[src/rtl/core/epsm_pkg.sv]
// Shared types and constants for the encoder period speed meter.
package epsm_pkg;

  localparam int CHANNELS_DEF = 4;
  localparam int MAX_RESULTS  = 4;
  localparam int QUO_W        = 20;
  localparam int STEP_W       = 5;

  localparam logic [QUO_W-1:0] SPEED_NUM_Q4 = 20'd960000;

  localparam logic [15:0] DEBOUNCE_RST = 16'd2;
  localparam logic [15:0] TIMEOUT_RST  = 16'd500;

  localparam logic [1:0] ACT_TICK   = 2'd0;
  localparam logic [1:0] ACT_PULSE  = 2'd1;
  localparam logic [1:0] ACT_SAMPLE = 2'd2;

  localparam logic REG_DEBOUNCE = 1'b0;
  localparam logic REG_TIMEOUT  = 1'b1;

  typedef enum logic [1:0] {
    ST_IDLE,
    ST_LOAD,
    ST_DIV,
    ST_PUT
  } state_t;

  typedef struct packed {
    logic accept;
    logic load;
    logic div_step;
    logic put;
  } dp_cmd_t;

  typedef struct packed {
    logic div_last;
    logic speed_zero;
    logic last_chan;
    logic out_free;
  } dp_status_t;

endpackage

[src/rtl/core/epsm_regs.sv]
// Configuration registers behind the APB-style port.
module epsm_regs (
  input  logic        clk,
  input  logic        rst,
  input  logic        psel,
  input  logic        penable,
  input  logic        pwrite,
  input  logic [2:0]  paddr,
  input  logic [31:0] pwdata,
  output logic [31:0] prdata,
  output logic        pready,
  output logic [15:0] debounce_floor_ms,
  output logic [15:0] stall_timeout_ms
);
  import epsm_pkg::*;

  logic wr_en;

  assign pready = 1'b1;
  assign wr_en  = psel && penable && pwrite && pready;

  always_ff @(posedge clk) begin
    if (rst) begin
      debounce_floor_ms <= DEBOUNCE_RST;
      stall_timeout_ms  <= TIMEOUT_RST;
    end else if (wr_en) begin
      unique case (paddr[2])
        REG_DEBOUNCE: debounce_floor_ms <= pwdata[15:0];
        REG_TIMEOUT:  stall_timeout_ms  <= pwdata[15:0];
        default: ;
      endcase
    end
  end

  always_comb begin
    unique case (paddr[2])
      REG_DEBOUNCE: prdata = {16'b0, debounce_floor_ms};
      REG_TIMEOUT:  prdata = {16'b0, stall_timeout_ms};
      default:      prdata = '0;
    endcase
  end

endmodule

[src/rtl/core/epsm_ctrl.sv]
// Sequencing state machine: item intake and per-wheel sample sequence.
module epsm_ctrl (
  input  logic                 clk,
  input  logic                 rst,
  input  logic                 in_valid,
  input  logic [1:0]           action,
  output logic                 in_stall,
  output epsm_pkg::dp_cmd_t    cmd,
  input  epsm_pkg::dp_status_t status
);
  import epsm_pkg::*;

  state_t state, state_next;

  always_ff @(posedge clk) begin
    if (rst) begin
      state <= ST_IDLE;
    end else begin
      state <= state_next;
    end
  end

  always_comb begin
    state_next = state;
    unique case (state)
      ST_IDLE: begin
        if (in_valid && action == ACT_SAMPLE) state_next = ST_LOAD;
      end
      ST_LOAD: state_next = ST_DIV;
      ST_DIV: begin
        if (status.speed_zero || status.div_last) state_next = ST_PUT;
      end
      ST_PUT: begin
        if (status.out_free) state_next = status.last_chan ? ST_IDLE : ST_LOAD;
      end
      default: state_next = ST_IDLE;
    endcase
  end

  always_comb begin
    cmd      = '0;
    in_stall = 1'b1;
    unique case (state)
      ST_IDLE: begin
        in_stall   = 1'b0;
        cmd.accept = in_valid;
      end
      ST_LOAD: cmd.load = 1'b1;
      ST_DIV:  cmd.div_step = !status.speed_zero;
      ST_PUT:  cmd.put = status.out_free;
      default: ;
    endcase
  end

  a_div_holds: assert property (@(posedge clk) disable iff (rst)
    state == ST_DIV && !status.speed_zero && !status.div_last |=> state == ST_DIV)
    else $error("divider left before last step");

  a_last_put_idle: assert property (@(posedge clk) disable iff (rst)
    state == ST_PUT && status.out_free && status.last_chan |=> state == ST_IDLE)
    else $error("sample run did not end after last wheel");

endmodule

[src/rtl/core/epsm_dp.sv]
// Datapath: wheel state, time counter, serial divider and result register.
module epsm_dp #(
  parameter int CHANNELS = epsm_pkg::CHANNELS_DEF
) (
  input  logic                  clk,
  input  logic                  rst,
  input  epsm_pkg::dp_cmd_t     cmd,
  output epsm_pkg::dp_status_t  status,
  input  logic [1:0]            action,
  input  logic [1:0]            wheel,
  input  logic [15:0]           debounce_floor_ms,
  input  logic [15:0]           stall_timeout_ms,
  input  logic                  out_stall,
  output logic                  out_valid,
  output logic [1:0]            channel,
  output logic [19:0]           speed_rpm_q4,
  output logic [31:0]           pulses,
  output logic                  last_of_run
);
  import epsm_pkg::*;

  localparam int IDX_W = (CHANNELS > 1) ? $clog2(CHANNELS) : 1;
  localparam int SHOWN = (CHANNELS < MAX_RESULTS) ? CHANNELS : MAX_RESULTS;
  localparam logic [1:0] LAST_CHAN = 2'(SHOWN - 1);

  logic [31:0] now_ms;
  logic [31:0] pulse_total     [CHANNELS];
  logic [31:0] last_pulse_time [CHANNELS];
  logic [31:0] accepted_period [CHANNELS];
  logic [CHANNELS-1:0] seen_pulse;

  logic [1:0]        chan;
  logic [31:0]       period;
  logic [31:0]       rem;
  logic [QUO_W-1:0]  quo;
  logic [STEP_W-1:0] step;
  logic              speed_zero;
  logic [31:0]       pulses_snap;

  logic [IDX_W-1:0] idx;
  logic             wheel_ok;
  logic [31:0]      elapsed;
  logic [32:0]      rem_sh;
  logic [32:0]      diff;
  logic             q_bit;
  logic             out_free;

  assign idx      = cmd.accept ? IDX_W'(wheel) : IDX_W'(chan);
  assign wheel_ok = 32'(wheel) < 32'(CHANNELS);
  assign elapsed  = now_ms - last_pulse_time[idx];

  // restoring division, one quotient bit per cycle
  assign rem_sh = {rem, SPEED_NUM_Q4[step]};
  assign diff   = rem_sh - {1'b0, period};
  assign q_bit  = !diff[32];

  assign out_free = !out_valid || !out_stall;

  assign status.div_last   = (step == '0);
  assign status.speed_zero = speed_zero;
  assign status.last_chan  = (chan == LAST_CHAN);
  assign status.out_free   = out_free;

  always_ff @(posedge clk) begin
    if (rst) begin
      now_ms     <= '0;
      seen_pulse <= '0;
      for (int i = 0; i < CHANNELS; i++) begin
        pulse_total[i]     <= '0;
        last_pulse_time[i] <= '0;
        accepted_period[i] <= '0;
      end
      chan      <= '0;
      step      <= '0;
      out_valid <= 1'b0;
    end else begin
      if (cmd.accept) begin
        priority case (action)
          ACT_TICK: now_ms <= now_ms + 32'd1;
          ACT_PULSE: begin
            if (wheel_ok) begin
              pulse_total[idx] <= pulse_total[idx] + 32'd1;
              if (seen_pulse[idx]) begin
                if (elapsed >= {16'b0, debounce_floor_ms}) accepted_period[idx] <= elapsed;
              end else begin
                seen_pulse[idx] <= 1'b1;
              end
              last_pulse_time[idx] <= now_ms;
            end
          end
          ACT_SAMPLE: chan <= '0;
          default: ;
        endcase
      end
      if (cmd.load) begin
        period      <= accepted_period[idx];
        rem         <= '0;
        quo         <= '0;
        step        <= STEP_W'(QUO_W - 1);
        speed_zero  <= !seen_pulse[idx] || (accepted_period[idx] == '0) ||
                       (elapsed > {16'b0, stall_timeout_ms});
        pulses_snap <= pulse_total[idx];
      end
      if (cmd.div_step) begin
        rem <= q_bit ? diff[31:0] : rem_sh[31:0];
        quo <= {quo[QUO_W-2:0], q_bit};
        if (step != '0) step <= step - STEP_W'(1);
      end
      if (cmd.put) begin
        out_valid    <= 1'b1;
        channel      <= chan;
        speed_rpm_q4 <= speed_zero ? '0 : quo;
        pulses       <= pulses_snap;
        last_of_run  <= (chan == LAST_CHAN);
        chan         <= chan + 2'd1;
      end else if (!out_stall) begin
        out_valid <= 1'b0;
      end
    end
  end

  a_load_step: assert property (@(posedge clk) disable iff (rst)
    cmd.load |=> step == STEP_W'(QUO_W - 1))
    else $error("divider step count not armed on load");

  a_put_valid: assert property (@(posedge clk) disable iff (rst)
    cmd.put |=> out_valid)
    else $error("result transfer not presented after put");

endmodule

[src/rtl/core/encoder_period_speed_meter_unit.sv]
// Top level of the encoder period speed meter.
// Tick, pulse and unused items leave intake open, so the next item is taken in the following cycle.
// Sample: for each reported wheel, the first min(CHANNELS,4), a load, the divider steps (cut short
// if the speed reads zero) and a result put, which an output stall holds back; intake reopens
// only after the last wheel's result is put.
// Synchronous reset clears all wheel state, the ms counter and the registers to defaults.
module encoder_period_speed_meter_unit #(
  parameter int CHANNELS = epsm_pkg::CHANNELS_DEF
) (
  input  logic        clk,
  input  logic        rst,
  input  logic        psel,
  input  logic        penable,
  input  logic        pwrite,
  input  logic [2:0]  paddr,
  input  logic [31:0] pwdata,
  output logic [31:0] prdata,
  output logic        pready,
  input  logic        in_valid,
  output logic        in_stall,
  input  logic [1:0]  action,
  input  logic [1:0]  wheel,
  output logic        out_valid,
  input  logic        out_stall,
  output logic [1:0]  channel,
  output logic [19:0] speed_rpm_q4,
  output logic [31:0] pulses,
  output logic        last_of_run
);
  import epsm_pkg::*;

  dp_cmd_t     cmd;
  dp_status_t  status;
  logic [15:0] debounce_floor_ms;
  logic [15:0] stall_timeout_ms;

  epsm_regs u_regs (
    .clk               (clk),
    .rst               (rst),
    .psel              (psel),
    .penable           (penable),
    .pwrite            (pwrite),
    .paddr             (paddr),
    .pwdata            (pwdata),
    .prdata            (prdata),
    .pready            (pready),
    .debounce_floor_ms (debounce_floor_ms),
    .stall_timeout_ms  (stall_timeout_ms)
  );

  epsm_ctrl u_ctrl (
    .clk      (clk),
    .rst      (rst),
    .in_valid (in_valid),
    .action   (action),
    .in_stall (in_stall),
    .cmd      (cmd),
    .status   (status)
  );

  epsm_dp #(
    .CHANNELS (CHANNELS)
  ) u_dp (
    .clk               (clk),
    .rst               (rst),
    .cmd               (cmd),
    .status            (status),
    .action            (action),
    .wheel             (wheel),
    .debounce_floor_ms (debounce_floor_ms),
    .stall_timeout_ms  (stall_timeout_ms),
    .out_stall         (out_stall),
    .out_valid         (out_valid),
    .channel           (channel),
    .speed_rpm_q4      (speed_rpm_q4),
    .pulses            (pulses),
    .last_of_run       (last_of_run)
  );

endmodule

[config.mk]
export PLATFORM = sky130hd
export DESIGN_NAME = encoder_period_speed_meter_unit
export DESIGN_NICKNAME = d
export VERILOG_FILES = /design/src/rtl/core/epsm_pkg.sv /design/src/rtl/core/epsm_regs.sv /design/src/rtl/core/epsm_ctrl.sv /design/src/rtl/core/epsm_dp.sv /design/src/rtl/core/encoder_period_speed_meter_unit.sv
export SDC_FILE = /design/constraint.sdc
export NUM_CORES = 1
export LEC_CHECK = 0
export BUFFER_PORTS_ARGS = -buffer_cell sky130_fd_sc_hd__buf_2
export CAP_MARGIN = 20
export CORE_MARGIN = 5
export CORE_UTILIZATION = 35
export DETAILED_ROUTE_END_ITERATION = 12
export PLACE_DENSITY = 0.58
export SYNTH_ARGS = -nofsm -noshare
export SYNTH_HDL_FRONTEND = slang
export SYNTH_SLANG_ARGS = --single-unit
[constraint.sdc]
create_clock -name clk -period 15.8 [get_ports clk]
set_clock_uncertainty 0.2 [all_clocks]
set_input_delay 0.79 -clock clk [delete_from_list [all_inputs] [get_ports clk]]
set_output_delay 0.79 -clock clk [all_outputs]
set_load 0.005 [all_outputs]
==> flow_summary.toml <==
[clock_network]
clkTransAtPathRegs_ns = 0.06
cts_sinks = 635
clk_latency_ns = 0.61
cts_setup_buffers = 0
numCtsBuffers = 69
cts-resized-gates = 0
cts_tree = "built"
root_buffer = "clkbuf_16"
cts_hold_buf = 0
htree_levels = 3
cts_buffer_depth = 3

[sta]
slew_viol_final = 0
whs_ns = 0.203
hold_violations = 0
setup_violations = 0
fin_setup_tns_ns = 0
max_freq_ghz = 0.115
slew_headroom_pct = 28.9
min_period_over_period_pct = 55.3
layout_min_cycle_time_ns = 8.73
tightest_slew_ns = 1.06
rsz0062_at_grt = "no"

[yosys]
synth_top_area_cell = "edfxtp_1"
yosys-top-cells-area = "edfxtp_1 55%, dfxtp_1 5.2%, nor2_1 5.2%"
synthFlopType = "edfxtp_1"
yosysWarnings = 0
ys_seq_area_share_pct = 60.4
postSynth.asyncResetShare_pct = 0
synth.distinct_cells = 79
synth_area_per_cell_um2 = 11.3
synth_edf_count = 556
synthCells = 2688
synth_top_cell_area_share_pct = 55.2
syn_area_mm2 = 0.0302
ys_seq_elements = 635

[setup_path]
critical_path_required_ns = 15.81
reg2reg_from = "u_ctrl.state[0]"
endpoint_kind = "flip-flop"
worst_setup_path_start_kind = "flip-flop"
cp.arrival_ns = 8.74
critPathMaxStageDelay_ns = 0.64
reg2reg_depth = 25
path_class = "flip-flop to flip-flop"
worstSetupStartpoint = "u_ctrl.state[0]"
cpMaxStageDelayCell = "a211oi_1"
critical_path_peak_fanout = 68

[finish]
final_nets = 2912
areaGrowthSynthToFinish_pct = 13.4
layout-drive-gt1-share_pct = 10.2

[power]
p_leak_uw = 0.0130
pwr-share-seq_pct = 42.7
p_clk_share_pct = 35.0
p_switching_uw = 1400
power_density_mw_per_mm2 = 135
p_int_uw = 3220
swShare_pct = 30.3
p_comb_share_pct = 22.2
ir_drop_mv = 0.0828

[routing]
vias_per_cell = 5.11
drt_iter0_markers = 1421
routed_wl_um = 71300
dr_total_vias = 20300
first_pass_iters = 6
wl_per_cell_um = 18.0
remaining_drc_errors = 0
ant_nets = 0

[grt]
antenna_found_initial = 3
grt_pass1_vias = 20100
grt-ovfl-total = 0
grtUsageTotal_pct = 15.0
grt_start_max_net_pins = 70
grt_pass1_wl_um = 113000

[floorplanning]
initial_utilization_pct = 35.4
dieHeight_um = 304
die_area_mm2 = 0.0924
num_rows = 107
boundaryPins = 136
coreArea_mm2 = 0.0854
die_x_um = 304

[placement]
routabilityCongestion = 0.778
hpwlAfterDp_um = 43900
portBuffers = 100

[status]
status = "completed"

[min_path]
hp-class = "input pin to flip-flop"
hold_depth = 2
hp-start = "pwdata[1]"

[job]
drv_cap = 0
[power groups by stage]
stage,clock network [uW],registers [uW],logic [uW]
3_5_place_dp,0,2010,1030
5_1_grt,1730,1980,1140
6_report,1620,1970,1030
4_1_cts,1660,1980,1030
2_1_floorplan,0,2010,734
3_3_place_gp,0,2010,1030
[Yosys cell counts (8+ instances only)]
cell	instances
a211o_1	10
a211oi_1	11
a21o_1	32
a21oi_1	102
a22oi_1	127
a31oi_1	11
and2_1	32
and3_1	20
buf_1	13
buf_2	19
buf_4	21
clkbuf_1	95
dfxtp_1	79
edfxtp_1	556
ha_1	105
inv_1	150
mux2i_1	27
nand2_1	225
nand2b_1	26
nand3_1	47
nand4_1	29
nor2_1	416
nor2b_1	39
nor3_1	74
nor4_1	18
o211ai_1	9
o21a_1	28
o21ai_0	78
o221ai_1	27
o22a_1	27
o22ai_1	8
or3_1	20
xnor2_1	56
xor2_1	41
[logic make-up after synthesis]
logic type | synth area share (%)
AOI/OAI and AO/OA | 12.4
xor gates and xnor gates | 2.81
adders and majority gates | 4.48
buffers and inverters | 4.05
DFF | 60.4
muxes | 0.968
other | 0.0248
and+or+nand+nor | 14.9
[layout by cell type, fill, tap and decap left out, types with 11 or more instances in the layout]
master,Yosys,routed
edfxtp_1,556,556
nor2_1,416,413
nand2_1,225,223
inv_1,150,150
a22oi_1,127,127
ha_1,105,105
a21oi_1,102,101
buf_2,19,100
dfxtp_1,79,79
o21ai_0,78,78
nor3_1,74,74
clkbuf_16,0,70
xnor2_1,56,56
nand3_1,47,47
xor2_1,41,40
nor2b_1,39,39
and2_1,32,32
a21o_1,32,31
buf_4,21,31
nand4_1,29,29
o22a_1,27,27
o221ai_1,27,27
mux2i_1,27,27
o21a_1,28,26
nand2b_1,26,22
and3_1,20,20
or3_1,20,20
nor4_1,18,18
conb_1,2,17
clkinv_2,0,16
clkbuf_1,95,13
clkinv_1,0,12
a31oi_1,11,11
a211oi_1,11,11
[area by class of cell]
cell class	instances	area [um^2]
Clock inverter	44	458
Fill cell	8302	51100
Inverter	150	563
Antenna cell	2	5.00
Sequential cell	635	18300
Timing Repair Buffer	134	788
Tap cell	1144	1430
Multi-Input combinational cell	1769	11000
Clock buffer	83	1800
[registers in the layout, indices dropped and copies added (netlist names)]
signal	flops
u_dp.pulses_snap	32
u_dp.last_pulse_time	128
u_dp.chan	2
u_dp.accepted_period	128
u_dp.out_valid	1
u_dp.pulse_total	128
u_dp.rem_sh	1
u_dp.last_of_run	1
u_regs.debounce_floor_ms	16
u_dp.channel	2
u_dp.quo	20
u_regs.stall_timeout_ms	16
u_dp.speed_rpm_q4	20
u_dp.period	32
u_dp.now_ms	32
u_dp.seen_pulse	4
u_ctrl.state	2
u_dp.step	5
u_dp.rem	32
u_dp.pulses	32
u_dp.speed_zero	1
[metal layers]
layer	GRT usage (%)	routed length, um
met1	20.5	32400
met4	3.86	1190
met3	2.08	3510
met2	25.1	34200
met5	0	0
[stage by stage]
| stage | instances | power, uW | setup slack [ns] | cell area [um^2] | utilization [%] |
|---|---|---|---|---|---|
| after CTS | 3955 | 4670 | 6.87 | 34200 | 40.1 |
| after detailed placement | 3828 | 3040 | 6.83 | 32000 | 37.4 |
| after floorplan | 2703 | 2740 | 8.58 | 30300 | - |
| after global placement | 3828 | 3030 | 6.87 | 32000 | 37.4 |
| after global routing | 3960 | 4860 | 6.39 | 34300 | 40.1 |
| final | 3961 | 4620 | 7.07 | 34300 | 40.1 |
[worst max-delay path: cells and delay by family (launching register included)]
family                     cells  cell delay, ns
AOI/OAI and AO/OA             10            3.29
xor gates and xnor gates       1            0.51
adders and majority gates      3            0.94
DFF                            1            0.33
and+or+nand+nor                6            1.32
buffers and inverters          5            1.64
[worst paths after layout]
path | endpoint | slack [ns]
min | u_regs.debounce_floor_ms[1] | 0.20
max reg2reg | u_dp.accepted_period[1][9] | 7.07
max | u_dp.accepted_period[1][9] | 7.07
min reg2reg | u_dp.pulses[30] | 0.21
Note: power is estimated with default switching activity, not from simulation.
